$ cat src/sv/atanms_pkg.sv
// Shared types and constants for the arctangent series block.
package atanms_pkg;

	// Field and register widths
	localparam int WORD_W = 32;
	localparam int LAST_W = 10;
	localparam int DIVR_W = LAST_W + 1;
	localparam int TERM_W = WORD_W + 1;
	localparam int SUM_W  = WORD_W + LAST_W + 2;
	localparam int PROD_W = 2 * WORD_W;

	// Defaults
	localparam logic [LAST_W-1:0] LAST_INDEX_RESET = LAST_W'(500);
	localparam int MAX_INDEX_DEF = 1023;
	localparam int FRAC_BITS_DEF = 30;

	// Sequencer states, one-hot
	typedef enum logic [5:0] {
		ST_IDLE = 6'b000001,
		ST_SQR  = 6'b000010,
		ST_MUL  = 6'b000100,
		ST_DIV  = 6'b001000,
		ST_ACC  = 6'b010000,
		ST_FIN  = 6'b100000
	} state_t;

endpackage

$ cat src/sv/atan_maclaurin_series_top.sv
// Arctangent by truncated Maclaurin series, one shared multiplier and a serial divider.
//
// Usage:
//  - Command channel: pulse start with x_value (signed Q2.30) while busy is low;
//    the item is taken at that edge and busy rises on the next cycle.
//  - Result: done is high for exactly one cycle with atan_sum, final_term and
//    out_of_range valid in that cycle. The receiver cannot stall; the result
//    must be captured then. busy drops the cycle after done.
//  - Config channel: cfg_valid/cfg_ready (always ready) writes last_index
//    from cfg_data; write it only while busy is low.
//  - Sequence for an in-range x with limit L = min(last_index, MAX_INDEX) >= 1:
//    x is squared on the shared multiplier; then each term takes a step on the
//    multiplier, a pass of the one-bit-per-cycle restoring divider and an
//    accumulate step, and the result state follows the last term.
//    Out-of-range x or L = 0: the block goes straight to the result state.
//  - One item at a time: start is ignored while busy is high.
//  - Reset (arst_n low) returns the sequencer to idle, clears done and
//    restores last_index to 500.
module atan_maclaurin_series_top #(
	parameter int MAX_INDEX = atanms_pkg::MAX_INDEX_DEF,
	parameter int FRAC_BITS = atanms_pkg::FRAC_BITS_DEF
) (
	input  logic                              clk,
	input  logic                              arst_n,
	input  logic                              start,
	output logic                              busy,
	input  logic signed [atanms_pkg::WORD_W-1:0] x_value,
	output logic                              done,
	output logic signed [atanms_pkg::WORD_W-1:0] atan_sum,
	output logic signed [atanms_pkg::WORD_W-1:0] final_term,
	output logic                              out_of_range,
	input  logic                              cfg_valid,
	output logic                              cfg_ready,
	input  logic [atanms_pkg::LAST_W-1:0]     cfg_data
);

	localparam int W   = atanms_pkg::WORD_W;
	localparam int LW  = atanms_pkg::LAST_W;
	localparam int DW  = atanms_pkg::DIVR_W;
	localparam int TW  = atanms_pkg::TERM_W;
	localparam int SW  = atanms_pkg::SUM_W;
	localparam int PW  = atanms_pkg::PROD_W;
	localparam int CW  = $clog2(W);
	localparam int CAP = (MAX_INDEX > (2 ** LW - 1)) ? (2 ** LW - 1) : MAX_INDEX;
	localparam logic [PW-1:0] ONE_L = PW'(1) << FRAC_BITS;
	localparam logic signed [SW-1:0] SAT_MAX = SW'((64'sd1 <<< (W - 1)) - 1);
	localparam logic signed [SW-1:0] SAT_MIN = -SW'(64'sd1 <<< (W - 1));
	localparam logic signed [TW-1:0] TSAT_MAX = TW'((64'sd1 <<< (W - 1)) - 1);

	atanms_pkg::state_t state_q;

	logic [LW-1:0]        last_index_q;
	logic [LW-1:0]        limit_q;
	logic [LW-1:0]        k_q;
	logic                 neg_q;
	logic                 oor_q;
	logic [W-1:0]         pw_q;
	logic [W-1:0]         x2_q;
	logic [W-1:0]         div_q;
	logic [DW-1:0]        rem_q;
	logic [CW-1:0]        cnt_q;
	logic signed [TW-1:0] term_q;
	logic signed [SW-1:0] sum_q;

	logic [W-1:0]         raw_mag;
	logic [LW-1:0]        limit_in;
	logic [W-1:0]         mul_b;
	logic [PW-1:0]        prod;
	logic [W-1:0]         prod_sh;
	logic [DW-1:0]        divisor;
	logic [DW:0]          div_sh;
	logic [DW+1:0]        div_diff;
	logic signed [TW-1:0] term_new;
	logic signed [TW-1:0] term_init;

	// Config register
	assign cfg_ready = 1'b1;
	always_ff @(posedge clk or negedge arst_n) begin
		if (!arst_n) begin
			last_index_q <= atanms_pkg::LAST_INDEX_RESET;
		end else if (cfg_valid && cfg_ready) begin
			last_index_q <= cfg_data;
		end
	end

	// Input magnitude and clamped last index
	assign raw_mag  = x_value[W-1] ? (~x_value + 1'b1) : x_value;
	assign limit_in = (int'(last_index_q) > CAP) ? LW'(CAP) : last_index_q;
	assign term_init = x_value[W-1] ? -$signed({1'b0, raw_mag}) : $signed({1'b0, raw_mag});

	// Shared multiplier: squares x in ST_SQR, advances the odd power in ST_MUL
	assign mul_b   = (state_q == atanms_pkg::ST_SQR) ? pw_q : x2_q;
	assign prod    = PW'(pw_q) * PW'(mul_b);
	assign prod_sh = W'(prod >> FRAC_BITS);

	// Restoring divider step, one quotient bit per cycle
	assign divisor  = {k_q, 1'b1};
	assign div_sh   = {rem_q, div_q[W-1]};
	assign div_diff = {1'b0, div_sh} - {2'b00, divisor};

	// Signed term from the quotient
	assign term_new = (neg_q ^ k_q[0]) ? -$signed({1'b0, div_q}) : $signed({1'b0, div_q});

	// Sequencer and datapath
	always_ff @(posedge clk or negedge arst_n) begin
		if (!arst_n) begin
			state_q <= atanms_pkg::ST_IDLE;
		end else begin
			case (state_q)
				atanms_pkg::ST_IDLE: begin
					if (start) begin
						if ({{(PW-W){1'b0}}, raw_mag} > ONE_L) begin
							state_q <= atanms_pkg::ST_FIN;
						end else if (limit_in == '0) begin
							state_q <= atanms_pkg::ST_FIN;
						end else begin
							state_q <= atanms_pkg::ST_SQR;
						end
					end
				end
				atanms_pkg::ST_SQR: state_q <= atanms_pkg::ST_MUL;
				atanms_pkg::ST_MUL: state_q <= atanms_pkg::ST_DIV;
				atanms_pkg::ST_DIV: begin
					if (cnt_q == CW'(W - 1)) begin
						state_q <= atanms_pkg::ST_ACC;
					end
				end
				atanms_pkg::ST_ACC: begin
					if (k_q == limit_q) begin
						state_q <= atanms_pkg::ST_FIN;
					end else begin
						state_q <= atanms_pkg::ST_MUL;
					end
				end
				atanms_pkg::ST_FIN: state_q <= atanms_pkg::ST_IDLE;
				default: state_q <= atanms_pkg::ST_IDLE;
			endcase
		end
	end

	// Payload registers
	always_ff @(posedge clk) begin
		case (state_q)
			atanms_pkg::ST_IDLE: begin
				if (start) begin
					neg_q   <= x_value[W-1];
					pw_q    <= raw_mag;
					limit_q <= limit_in;
					k_q     <= '0;
					if ({{(PW-W){1'b0}}, raw_mag} > ONE_L) begin
						oor_q  <= 1'b1;
						sum_q  <= '0;
						term_q <= '0;
					end else begin
						oor_q  <= 1'b0;
						term_q <= term_init;
						sum_q  <= SW'(term_init);
					end
				end
			end
			atanms_pkg::ST_SQR: begin
				x2_q <= prod_sh;
				k_q  <= LW'(1);
			end
			atanms_pkg::ST_MUL: begin
				pw_q  <= prod_sh;
				div_q <= prod_sh;
				rem_q <= '0;
				cnt_q <= '0;
			end
			atanms_pkg::ST_DIV: begin
				cnt_q <= cnt_q + 1'b1;
				if (!div_diff[DW+1]) begin
					rem_q <= div_diff[DW-1:0];
					div_q <= {div_q[W-2:0], 1'b1};
				end else begin
					rem_q <= div_sh[DW-1:0];
					div_q <= {div_q[W-2:0], 1'b0};
				end
			end
			atanms_pkg::ST_ACC: begin
				term_q <= term_new;
				sum_q  <= sum_q + SW'(term_new);
				if (k_q != limit_q) begin
					k_q <= k_q + 1'b1;
				end
			end
			default: begin
			end
		endcase
	end

	// Outputs; atan_sum saturated to the word, final_term clamped only at the top
	assign busy         = (state_q != atanms_pkg::ST_IDLE);
	assign done         = (state_q == atanms_pkg::ST_FIN);
	assign out_of_range = oor_q;
	assign atan_sum     = (sum_q > SAT_MAX) ? W'(SAT_MAX) :
	                      (sum_q < SAT_MIN) ? W'(SAT_MIN) : W'(sum_q);
	assign final_term   = (term_q > TSAT_MAX) ? W'(TSAT_MAX) : W'(term_q);

endmodule

$ cat config.mk
export PLATFORM = sky130hd
export DESIGN_NAME = atan_maclaurin_series_top
export DESIGN_NICKNAME = d
export VERILOG_FILES = /design/src/sv/atanms_pkg.sv /design/src/sv/atan_maclaurin_series_top.sv
export SDC_FILE = /design/constraint.sdc
export NUM_CORES = 2
export LEC_CHECK = 0
export BUFFER_PORTS_ARGS = -buffer_cell sky130_fd_sc_hd__buf_2
export CAP_MARGIN = 20
export CORE_MARGIN = 4
export CORE_UTILIZATION = 63
export DETAILED_ROUTE_END_ITERATION = 12
export PLACE_DENSITY = 0.87
export SYNTH_ARGS = -nofsm -noshare
export SYNTH_HDL_FRONTEND = slang
export SYNTH_SLANG_ARGS = --single-unit
$ cat constraint.sdc
create_clock -name clk -period 10.9 [get_ports clk]
set_input_delay 3.27 -clock clk [delete_from_list [all_inputs] [get_ports clk]]
set_output_delay 3.27 -clock clk [all_outputs]
set_load 0.05 [all_outputs]
==> results.toml <==
[cells_and_area]
syn_to_final_growth_pct = 4.96
num-nets-final = 6329
drive_gt1_frac = 0.0612

[setup_path]
reg2reg_depth = 30
crit_fanout = 34
crit_path_max_incr_delay_ns = 0.57
critPathMostFrequentCell = "fa_1"
crit_path_top_delay_cell = "nand2_1"
crit_type = "reg -> reg"
cp-end-kind = "flip-flop"
cp-start-kind = "flip-flop"
cp.arrival_ns = 10.83
cp_data_required_time_ns = 11.30

[routing]
via_count = 36700
viasPerCell = 6.04
wire_per_inst_microns = 21.1
drc = 0
final_antenna_net_count = 0
drt-total-wl_microns = 128000
first_pass_iters = 6
drt_iter0_drc = 3241

[yosys]
syn_inst = 5134
seq_area_frac_synth = 0.143
avgSynthCellArea_sq_um = 9.21
syn_nets = 6380
async_flop_share = 0.0705
yosysWarnings = 0
synth-edff-count = 211
yosysMostFrequentCell = "inv_1"
post_synth_main_area_contributors = "fa_1 38%, edfxtp_1 13%, ha_1 8.0%"
synth_area_sq_um = 47300
synth_cell_type_count = 82
synth_top_cell_by_area = "fa_1"
synthFlopType = "edfxtp_1"
synth_commonest_cells = "904 x inv_1, 896 x fa_1, 735 x nand2_1, 537 x and2_1, 304 x ha_1"
yosysTopAreaCellShare = 0.379
ys_seq_elements = 227

[clock_network]
cts_tree = "built"
numCtsBuffers = 25
root_buffer = "clkbuf_16"
cts_setup_buffers = 0
cts_htree_levels = 1
cts_hold_buf = 0
clkLatencyLatePin_ns = 0.53
cts.repair.resized = 0
clockBufferDepth = 3
clk_pin_slew_worst_paths_ns = 0.07
clock-sinks = 227

[sta]
slew_headroom = 0.282
max_freq_mhz = 95.9
fin_tns_setup_ns = 0
hold_viol = 0
skew_ns = 0.0118
rsz0062_at_grt = "false"
min_period_over_period = 0.957
setup_violations = 0
slew_viol_final = 0
tightest_slew_ns = 1.08
min_period_ns = 10.43

[placed_design]
port_buffers = 112
gp_congestion = 1.01
dpl.hpwl_microns = 99900

[floorplan]
die_h_microns = 282
core_sq_um = 74400
die_w_microns = 282
io_pins = 114
initial_core_util = 0.635
die_area_sq_um = 79500
rows = 100

[global_routing]
grt.total_usage = 0.331
antenna_found_initial = 14
grt_max_degree = 78
grt_pass1_vias = 39500
grt_pass1_wl_microns = 207000
overflow = 0

[outcome]
outcome = "finished clean"

[worst_hold_path]
hold_depth = 0
hold_path_class = "reg -> reg"

[job]
maxCapViolCount = 0
-- flip-flops by register name (all words and copies together) (netlist names), 5 cells and up --
signal / count
x2_q: 32
cnt_q: 5
sum_q: 44
k_q: 10
last_index_q: 10
limit_q: 10
rem_q: 11
div_q: 32
state_q: 6
term_q: 33
pw_q: 32
-- layer usage --
layer  part of all wire  up-vias  track usage
met5            0.00015        -            0
met4              0.061        4        0.161
met3               0.10      545       0.0636
met2               0.48     2129        0.552
met1               0.35    18300        0.418
li1                   -    15700            -
-- layout by cell type, fill, tap and decap left out, types with 11 or more instances in the layout --
master and count:
a211oi_1 19, a21o_1 76, a21oi_1 145, a31oi_1 16, and2_1 537, and3_1 16
buf_2 112, buf_4 96, clkbuf_16 25, diode_2 11, edfxtp_1 211, fa_1 896
ha_1 304, inv_1 904, mux2_2 21, mux2i_1 11, nand2_1 733, nand2b_1 57
nand3_1 31, nand4_1 28, nor2_1 148, nor2b_1 63, nor3_1 31, nor4_1 21
o21a_1 28, o21ai_0 121, o21ai_1 12, o21bai_1 18, o31ai_1 24, o41ai_1 12
or3_1 14, xnor2_1 112, xor2_1 95
-- final timing paths --
check                                     start         end  slack [ns]
worst max-delay path                 state_q[2]   div_q[20]        0.47
worst min-delay path            last_index_q[3]  limit_q[3]        0.48
worst max register to register       state_q[2]   div_q[20]        0.47
worst min register to register  last_index_q[3]  limit_q[3]        0.48
max in group asynchronous                arst_n  state_q[0]        7.93
min in group asynchronous                arst_n  state_q[1]        2.66
-- cells by family (layout without fill, tap and decap cells) --
kind of cell             after synthesis  in the layout  synth area share
XOR/XNOR                             207            207            0.0383
multiplexers                          34             34           0.00775
other                                  1             12         0.0000793
AO/OA/AOI/OAI                        545            545            0.0738
buffers and inverters               1196           1163            0.0954
adder cells (fa/ha/maj)             1200           1200             0.460
flip-flops                           227            227             0.143
AND/OR/NAND/NOR                     1724           1724             0.182
-- through the flow --
stage               std cells   util  worst slack (ns)  area (sq um)  hold WS (ns)
floorplan                5134      -              1.34         47300         0.443
global placement         6022  0.655              1.05         48700         0.463
detailed placement       6023  0.655             0.716         48800         0.473
CTS                      6068  0.666             0.637         49600         0.488
global route             6074  0.666             0.137         49600         0.507
finish                   6081  0.667             0.468         49600         0.485
-- critical path, delay by kind of cell, from the launching register on --
kind	cells	cell delay [ns]
adders and majority gates	9	4.43
AOI/OAI and AO/OA	7	2.35
DFF	1	0.41
and+or+nand+nor	8	2.28
buffers and inverters	5	0.52
xor gates and xnor gates	1	0.30
-- layout make-up --
cell class                 instances  area [sq um]
antenna                           11          27.5
clock buffer                      30           644
clock inverter                    15           148
fill                            5566         24800
inverter                         906          3400
multi-input combinational       3711         36100
sequential                       227          6750
tap                              969          1210
timing repair buffer             212          1370
Power is not shown: default switching activity piles up to over one toggle a cycle in this logic, so the estimate is an artifact.
